### config.mk
export PLATFORM = sky130hd
export DESIGN_NAME = mask_centroid_steering_unit
export DESIGN_NICKNAME = d
export VERILOG_FILES = /design/src/sv/mcs_pkg.sv /design/src/sv/mcs_accum.sv /design/src/sv/mcs_div.sv /design/src/sv/mask_centroid_steering_unit.sv
export SDC_FILE = /design/constraint.sdc
export NUM_CORES = 2
export LEC_CHECK = 0
export ABC_CLOCK_PERIOD_IN_PS = 13200
export BUFFER_PORTS_ARGS = -buffer_cell sky130_fd_sc_hd__buf_2
export CAP_MARGIN = 20
export CORE_UTILIZATION = 40
export CTS_CLUSTER_DIAMETER = 120
export DETAILED_ROUTE_END_ITERATION = 6
export SLEW_MARGIN = 5
export SYNTH_ARGS = -nofsm -noshare
export SYNTH_HDL_FRONTEND = slang
export SYNTH_SLANG_ARGS = --single-unit
### constraint.sdc
create_clock -name clk -period 13.2 [get_ports clk]
set_input_delay 2.64 -clock clk [delete_from_list [all_inputs] [get_ports clk]]
set_output_delay 2.64 -clock clk [all_outputs]
set_load 0.01 [all_outputs]
### src/sv/mcs_pkg.sv
// ----------------------------------------------------------------------------
// mcs_pkg
// Shared widths, types and helpers of the mask centroid steering unit.
// ----------------------------------------------------------------------------
package mcs_pkg;

  localparam int MAX_SIDE = 4096;
  localparam int POS_W    = $clog2(MAX_SIDE);
  localparam int SIDE_W   = 13;
  localparam int CNT_W    = 2 * POS_W + 1;
  localparam int SUM_W    = 3 * POS_W;
  localparam int GAIN_W   = 16;
  localparam int SPEED_W  = 28;
  localparam int ERR_W    = POS_W + 1;
  localparam int PROD_W   = ERR_W + GAIN_W + 1;
  localparam int CFG_W    = 16;
  localparam int IDX_W    = 2;
  localparam int OUT_W    = 112;

  typedef enum logic [IDX_W-1:0] {
    REG_FRAME_WIDTH  = 2'd0,
    REG_FRAME_HEIGHT = 2'd1,
    REG_FORWARD_GAIN = 2'd2,
    REG_TURN_GAIN    = 2'd3
  } reg_index_t;

  typedef enum logic [2:0] {
    ST_ACCUM,
    ST_LOAD_COL,
    ST_WAIT_COL,
    ST_LOAD_ROW,
    ST_WAIT_ROW,
    ST_MUL_TURN,
    ST_MUL_FWD,
    ST_EMIT
  } state_t;

  typedef struct packed {
    logic             done;
    logic [SUM_W-1:0] col_sum;
    logic [SUM_W-1:0] row_sum;
    logic [CNT_W-1:0] count;
  } frame_totals_t;

  localparam logic signed [SPEED_W-1:0] SPEED_MAX = {1'b0, {(SPEED_W-1){1'b1}}};
  localparam logic signed [SPEED_W-1:0] SPEED_MIN = {1'b1, {(SPEED_W-1){1'b0}}};

  function automatic logic [SIDE_W-1:0] clamp_side(input logic [SIDE_W-1:0] v);
    logic [SIDE_W-1:0] r;
    r = v;
    if (v == '0) r = SIDE_W'(1);
    else if (v > SIDE_W'(MAX_SIDE)) r = SIDE_W'(MAX_SIDE);
    return r;
  endfunction

  function automatic logic [SPEED_W-1:0] sat_speed(input logic signed [PROD_W-1:0] p);
    logic [SPEED_W-1:0] r;
    r = p[SPEED_W-1:0];
    if (p > PROD_W'(SPEED_MAX)) r = SPEED_MAX;
    else if (p < $signed({{(PROD_W-SPEED_W){1'b1}}, SPEED_MIN})) r = SPEED_MIN;
    return r;
  endfunction

endpackage

### src/sv/mcs_accum.sv
// ----------------------------------------------------------------------------
// mcs_accum
// Raster position tracking and per-frame sums of target pixel coordinates.
// ----------------------------------------------------------------------------
module mcs_accum (
  input  logic                        clk,
  input  logic                        rst,
  input  logic                        pix_take,
  input  logic [7:0]                  mask_value,
  input  logic [mcs_pkg::POS_W-1:0]   col_last,
  input  logic [mcs_pkg::POS_W-1:0]   row_last,
  output mcs_pkg::frame_totals_t      totals
);
  import mcs_pkg::*;

  logic [POS_W-1:0] col_pos;
  logic [POS_W-1:0] row_pos;
  logic [SUM_W-1:0] col_sum;
  logic [SUM_W-1:0] row_sum;
  logic [CNT_W-1:0] hit_count;
  logic [SUM_W-1:0] col_sum_next;
  logic [SUM_W-1:0] row_sum_next;
  logic [CNT_W-1:0] hit_count_next;
  logic             hit;
  logic             end_col;
  logic             end_row;

  assign hit            = (mask_value == 8'hFF);
  assign end_col        = (col_pos >= col_last);
  assign end_row        = (row_pos >= row_last);
  assign col_sum_next   = col_sum + (hit ? SUM_W'(col_pos) : '0);
  assign row_sum_next   = row_sum + (hit ? SUM_W'(row_pos) : '0);
  assign hit_count_next = hit_count + CNT_W'(hit);

  always_ff @(posedge clk) begin
    if (rst) begin
      col_pos     <= '0;
      row_pos     <= '0;
      col_sum     <= '0;
      row_sum     <= '0;
      hit_count   <= '0;
      totals.done <= 1'b0;
    end else begin
      totals.done <= 1'b0;
      if (pix_take) begin
        if (end_col && end_row) begin
          totals.done    <= 1'b1;
          totals.col_sum <= col_sum_next;
          totals.row_sum <= row_sum_next;
          totals.count   <= hit_count_next;
          col_pos        <= '0;
          row_pos        <= '0;
          col_sum        <= '0;
          row_sum        <= '0;
          hit_count      <= '0;
        end else begin
          col_sum   <= col_sum_next;
          row_sum   <= row_sum_next;
          hit_count <= hit_count_next;
          if (end_col) begin
            col_pos <= '0;
            row_pos <= row_pos + POS_W'(1);
          end else begin
            col_pos <= col_pos + POS_W'(1);
          end
        end
      end
    end
  end

endmodule

### src/sv/mcs_div.sv
// ----------------------------------------------------------------------------
// mcs_div
// Shared restoring divider, one quotient bit per cycle; quotient fits POS_W.
// ----------------------------------------------------------------------------
module mcs_div (
  input  logic                        clk,
  input  logic                        rst,
  input  logic                        start,
  input  logic [mcs_pkg::SUM_W-1:0]   dividend,
  input  logic [mcs_pkg::CNT_W-1:0]   divisor,
  output logic                        busy,
  output logic [mcs_pkg::POS_W-1:0]   quotient
);
  import mcs_pkg::*;

  localparam int STEP_W = $clog2(POS_W + 1);

  logic [CNT_W-1:0]  rem;
  logic [POS_W-1:0]  work;
  logic [STEP_W-1:0] steps;
  logic [CNT_W:0]    trial;
  logic [CNT_W:0]    diff;
  logic              fits;

  assign trial    = {rem, work[POS_W-1]};
  assign fits     = (trial >= {1'b0, divisor});
  assign diff     = trial - {1'b0, divisor};
  assign quotient = work;

  always_ff @(posedge clk) begin
    if (rst) begin
      busy  <= 1'b0;
      steps <= '0;
    end else if (start) begin
      busy  <= 1'b1;
      steps <= STEP_W'(POS_W);
    end else if (busy) begin
      steps <= steps - STEP_W'(1);
      if (steps == STEP_W'(1)) busy <= 1'b0;
    end
  end

  always_ff @(posedge clk) begin
    if (start) begin
      rem  <= {1'b0, dividend[SUM_W-1:POS_W]};
      work <= dividend[POS_W-1:0];
    end else if (busy) begin
      rem  <= fits ? diff[CNT_W-1:0] : trial[CNT_W-1:0];
      work <= {work[POS_W-2:0], fits};
    end
  end

endmodule

### src/sv/mask_centroid_steering_unit.sv
// ----------------------------------------------------------------------------
// mask_centroid_steering_unit
// Centroid of a binary mask frame and proportional forward/turn steering.
// ----------------------------------------------------------------------------
// usage
//   s_* channel: one mask pixel per item in raster order; a pixel of 255 is
//   a target. while a frame streams in, one pixel is taken every cycle in
//   which s_tvalid is high. after the last pixel of a frame the block
//   drops s_tready and runs its sequencer: the shared divider finds the
//   mean column, then the mean row, one quotient bit per cycle, then the
//   shared multiplier forms the turn and forward speeds. a frame with no
//   target skips the arithmetic.
//   m_* channel: one result item per frame, held in an output register
//   until taken. a stalled receiver stalls the block only when a new result
//   is ready while the old one still waits.
//   cfg_*: register writes, to be issued only while no frame is in progress.
//   rst (synchronous) restores the default registers and starts a new frame
//   at column 0, row 0.
// ----------------------------------------------------------------------------
module mask_centroid_steering_unit (
  input  logic                          clk,
  input  logic                          rst,
  input  logic                          s_tvalid,
  output logic                          s_tready,
  input  logic [7:0]                    s_tdata,   // mask_value
  output logic                          m_tvalid,
  input  logic                          m_tready,
  // target_found, centroid_col, centroid_row, target_pixels,
  // forward_speed, turn_speed
  output logic [mcs_pkg::OUT_W-1:0]     m_tdata,
  input  logic                          cfg_we,
  input  logic [mcs_pkg::IDX_W-1:0]     cfg_index,
  input  logic [mcs_pkg::CFG_W-1:0]     cfg_data
);
  import mcs_pkg::*;

  state_t state;
  state_t state_next;

  logic [SIDE_W-1:0] frame_width;
  logic [SIDE_W-1:0] frame_height;
  logic [GAIN_W-1:0] forward_gain;
  logic [GAIN_W-1:0] turn_gain;
  logic [SIDE_W-1:0] w_side;
  logic [SIDE_W-1:0] h_side;
  logic [SIDE_W-1:0] w_last;
  logic [SIDE_W-1:0] h_last;

  frame_totals_t     totals;
  logic              pix_take;
  logic              found;

  logic              div_start;
  logic [SUM_W-1:0]  div_dividend;
  logic              div_busy;
  logic [POS_W-1:0]  div_quot;
  logic              cx_load;
  logic              cy_load;
  logic              mul_turn;
  logic              mul_fwd;
  logic              emit;
  logic              out_free;

  logic [POS_W-1:0]         cx;
  logic [POS_W-1:0]         cy;
  logic signed [ERR_W-1:0]  err_turn;
  logic signed [ERR_W-1:0]  err_fwd;
  logic signed [ERR_W-1:0]  mul_a;
  logic signed [GAIN_W:0]   mul_b;
  logic signed [PROD_W-1:0] prod;
  logic [SPEED_W-1:0]       turn_sat;

  logic                     o_found;
  logic [POS_W-1:0]         o_col;
  logic [POS_W-1:0]         o_row;
  logic [CNT_W-1:0]         o_pixels;
  logic [SPEED_W-1:0]       o_fwd;
  logic [SPEED_W-1:0]       o_turn;

  // configuration
  always_ff @(posedge clk) begin
    if (rst) begin
      frame_width  <= SIDE_W'(960);
      frame_height <= SIDE_W'(540);
      forward_gain <= GAIN_W'(131);
      turn_gain    <= GAIN_W'(197);
    end else if (cfg_we) begin
      unique case (reg_index_t'(cfg_index))
        REG_FRAME_WIDTH:  frame_width  <= cfg_data[SIDE_W-1:0];
        REG_FRAME_HEIGHT: frame_height <= cfg_data[SIDE_W-1:0];
        REG_FORWARD_GAIN: forward_gain <= cfg_data[GAIN_W-1:0];
        REG_TURN_GAIN:    turn_gain    <= cfg_data[GAIN_W-1:0];
        default: ;
      endcase
    end
  end

  assign w_side = clamp_side(frame_width);
  assign h_side = clamp_side(frame_height);
  assign w_last = w_side - SIDE_W'(1);
  assign h_last = h_side - SIDE_W'(1);

  assign s_tready = (state == ST_ACCUM) && !totals.done;
  assign pix_take = s_tvalid && s_tready;
  assign found    = (totals.count != '0);
  assign out_free = !m_tvalid || m_tready;

  mcs_accum u_accum (
    .clk        (clk),
    .rst        (rst),
    .pix_take   (pix_take),
    .mask_value (s_tdata),
    .col_last   (w_last[POS_W-1:0]),
    .row_last   (h_last[POS_W-1:0]),
    .totals     (totals)
  );

  mcs_div u_div (
    .clk      (clk),
    .rst      (rst),
    .start    (div_start),
    .dividend (div_dividend),
    .divisor  (totals.count),
    .busy     (div_busy),
    .quotient (div_quot)
  );

  // sequencer
  always_ff @(posedge clk) begin
    if (rst) state <= ST_ACCUM;
    else     state <= state_next;
  end

  always_comb begin
    state_next = state;
    unique case (state)
      ST_ACCUM:    if (totals.done) state_next = found ? ST_LOAD_COL : ST_EMIT;
      ST_LOAD_COL: state_next = ST_WAIT_COL;
      ST_WAIT_COL: if (!div_busy) state_next = ST_LOAD_ROW;
      ST_LOAD_ROW: state_next = ST_WAIT_ROW;
      ST_WAIT_ROW: if (!div_busy) state_next = ST_MUL_TURN;
      ST_MUL_TURN: state_next = ST_MUL_FWD;
      ST_MUL_FWD:  state_next = ST_EMIT;
      ST_EMIT:     if (out_free) state_next = ST_ACCUM;
      default:     state_next = ST_ACCUM;
    endcase
  end

  always_comb begin
    div_start    = 1'b0;
    div_dividend = totals.col_sum;
    cx_load      = 1'b0;
    cy_load      = 1'b0;
    mul_turn     = 1'b0;
    mul_fwd      = 1'b0;
    emit         = 1'b0;
    unique case (state)
      ST_LOAD_COL: div_start = 1'b1;
      ST_WAIT_COL: cx_load = !div_busy;
      ST_LOAD_ROW: begin
        div_start    = 1'b1;
        div_dividend = totals.row_sum;
      end
      ST_WAIT_ROW: begin
        div_dividend = totals.row_sum;
        cy_load      = !div_busy;
      end
      ST_MUL_TURN: mul_turn = 1'b1;
      ST_MUL_FWD:  mul_fwd = 1'b1;
      ST_EMIT:     emit = out_free;
      default: ;
    endcase
  end

  // shared multiplier
  assign err_turn = $signed({1'b0, w_side[SIDE_W-1:1]}) - $signed({1'b0, cx});
  assign err_fwd  = $signed({1'b0, h_side[SIDE_W-1:1]}) - $signed({1'b0, cy});
  assign mul_a    = mul_fwd ? err_fwd : err_turn;
  assign mul_b    = $signed({1'b0, (mul_fwd ? forward_gain : turn_gain)});

  always_ff @(posedge clk) begin
    if (cx_load) cx <= div_quot;
    if (cy_load) cy <= div_quot;
    if (mul_turn || mul_fwd) prod <= PROD_W'(mul_a * mul_b);
    if (mul_fwd) turn_sat <= sat_speed(prod);
  end

  // output register
  always_ff @(posedge clk) begin
    if (rst) begin
      m_tvalid <= 1'b0;
    end else if (emit) begin
      m_tvalid <= 1'b1;
    end else if (m_tready) begin
      m_tvalid <= 1'b0;
    end
  end

  always_ff @(posedge clk) begin
    if (emit) begin
      o_found  <= found;
      o_col    <= found ? cx : '0;
      o_row    <= found ? cy : '0;
      o_pixels <= totals.count;
      o_fwd    <= found ? sat_speed(prod) : '0;
      o_turn   <= found ? turn_sat : '0;
    end
  end

  assign m_tdata = {{(OUT_W - 1 - 2 * POS_W - CNT_W - 2 * SPEED_W){1'b0}},
                    o_turn, o_fwd, o_pixels, o_row, o_col, o_found};

endmodule

==> impl_metrics.toml <==
[routing]
via_per_inst = 5.35
wirelength_um = 85200
route.detailed.wl_per_inst_um = 18.9
drc_errors = 0
detail-route-antenna-nets = 0
first_pass_iters = 7
first_iter_violations = 1823
vias = 24091

[timing]
tns_ns = 0
maxSlewHeadroom_pct = 29.7
finalCriticalPeriod_ns = 9.31
setup_violations = 0
slew_viol_final = 0
max_freq_mhz = 107
finalCritPeriodShare_pct = 70.5
skew_ns = 0.0518
hold_violations = 0
rsz0062_at_grt = "no"
worst_slew_pin_slew_ns = 1.05

[final_layout]
area_delta_synth_final_pct = 11.2
drive_above_1_share_pct = 8.72
n_antenna_cell = 0
finalNetCount = 3797
final_common_cell = "nand2_1"
final_cell_mix = "nand2_1, edfxtp_1, inv_1"

[grt]
grt_pass1_wl_um = 131000
antenna_found_initial = 0
grtUsageTotal_pct = 20.5
grt_pass1_vias = 22774
grt_overflow = 0
grt_start_max_net_pins = 84

[synth]
yosys.cell_types.count = 84
syn_avg_cell_area_sq_um = 9.79
synth_top_flop_cell = "edfxtp_1"
synthCells = 3314
netlist_top_cells_area = "edfxtp_1, dfxtp_1, fa_1"
synthesis.area_sq_um = 32400
async_flop_share_pct = 0
synth_edf_count = 321
synth_top_area_share_pct = 29.7
synth_top_area_cell = "edfxtp_1"
ys_seq_elements = 511
synth_warnings = 0
ys_seq_area_share_pct = 41.4

[cts]
clk-insertion-delay-late_ns = 0.64
cts_resized = 0
numCtsBuffers = 55
cts_max_level = 2
cts_buffer_depth = 3
clk_pin_slew_ns = 0.06
cts_tree = "done"
cts.sinks = 511
post_cts_buffers = 0
cts_root_buf = "clkbuf_16"
hold_buffers = 0

[outcome]
status = "completed"

[setup_path]
cpPeakStageDelay_ns = 0.80
cp.required_ns = 13.58
critPathLaunchType = "flop"
critPathKind = "reg2reg"
arrival_ns = 9.69
cp_max_fo = 23
endpoint_kind = "flop"
cp_slowest_cell = "dfxtp_1"
crit_top_cell = "fa_1"

[die]
die_area_sq_um = 82200
io_pins = 145
coreArea_sq_um = 80400
die_w_um = 287
start_util_pct = 40.3
die_h_um = 287
floorplan.rows = 104

[flow_run]
cap_violations = 0

[hold_path]
hp-class = "reg2reg"

[place]
gp_congestion = 0.910
portBuffers = 138
dp_hpwl_um = 62800
-- kinds of logic (layout without fill, tap and decap cells) --
| logic type | after synthesis | after routing | share of synthesized area [%] |
|---|---|---|---|
| adders and majority gates | 369 | 369 | 17.9 |
| AOI/OAI and AO/OA | 628 | 628 | 12.3 |
| buffers and inverters | 415 | 537 | 5.00 |
| other | 1 | 6 | 0.0116 |
| xor gates and xnor gates | 177 | 177 | 4.80 |
| and+or+nand+nor | 1167 | 1167 | 17.1 |
| DFF | 511 | 511 | 41.4 |
| muxes | 46 | 46 | 1.42 |
-- registers in the layout, summed over array words and instances (netlist names), 16 cells and up --
register and count:
u_accum.totals 98, u_accum.col_sum 36, u_accum.row_sum 36, prod 30, o_fwd 28, o_turn 28
turn_sat 28, o_pixels 25, u_accum.hit_count 25, u_div.rem 25, forward_gain 16, turn_gain 16
-- stage by stage --
step	std cells	worst slack, ns	area (sq um)	util [%]	hold slack [ns]
3_5_place_dp	4399	3.98	34200	42.5	0.450
6_report	4501	3.89	36100	44.8	0.461
2_1_floorplan	3319	2.10	32500	-	0.432
5_1_grt	4501	3.19	36100	44.8	0.479
4_1_cts	4500	3.96	36100	44.8	0.461
3_3_place_gp	4399	4.20	34200	42.5	0.440
-- path summary, 6_finish.rpt --
path                 startpoint            endpoint  slack (ns)  cells after the start
max            frame_height[12]            prod[28]        3.89                     30
min          u_accum.row_sum[7]  u_accum.row_sum[7]        0.46                      2
max reg2reg    frame_height[12]            prod[28]        3.89                     30
min reg2reg  u_accum.row_sum[7]  u_accum.row_sum[7]        0.46                      2
-- synthesized netlist by cell type, types with 12 or more instances --
master      n
nand2_1   424
edfxtp_1  321
inv_1     258
nor2_1    250
a21oi_1   241
ha_1      210
dfxtp_1   190
fa_1      159
clkbuf_1  118
xnor2_1   112
o21ai_0    95
nand3_1    81
and2_1     72
nor2b_1    69
nor3_1     67
xor2_1     64
a21o_1     63
mux2i_1    45
nand2b_1   45
a31oi_1    43
and3_1     34
nand3b_1   34
a211oi_1   25
nand4_1    25
buf_2      17
a21boi_0   15
a22oi_1    15
nor4_1     15
a41oi_1    13
and4_1     12
o21a_1     12
or3_1      12
-- worst max-delay path, delay by kind of cell, from the launching register on --
kind / cells / cell delay (ns)
adder cells (fa/ha/maj): 9 / 3.94
AO/OA/AOI/OAI: 13 / 2.85
AND/OR/NAND/NOR: 5 / 1.26
flip-flops: 1 / 0.80
buffers and inverters: 2 / 0.11
XOR/XNOR: 1 / 0.09
-- metal layers --
layer / GRT usage [%] / part of all wire (%)
met1: 29.2 / 47
met2: 32.6 / 46
met3: 2.69 / 5.5
met4: 5.20 / 2.2
met5: 0 / 0
-- cell type report --
cell class	instances	area, sq um
clock buffer	77	1530
clock inverter	24	327
fill	7681	44400
inverter	260	976
multi-input combinational	2393	17500
sequential	511	13400
tap	1060	1330
timing repair buffer	176	982
Power is not shown: default switching activity piles up to over one toggle a cycle in this logic, so the estimate is an artifact.
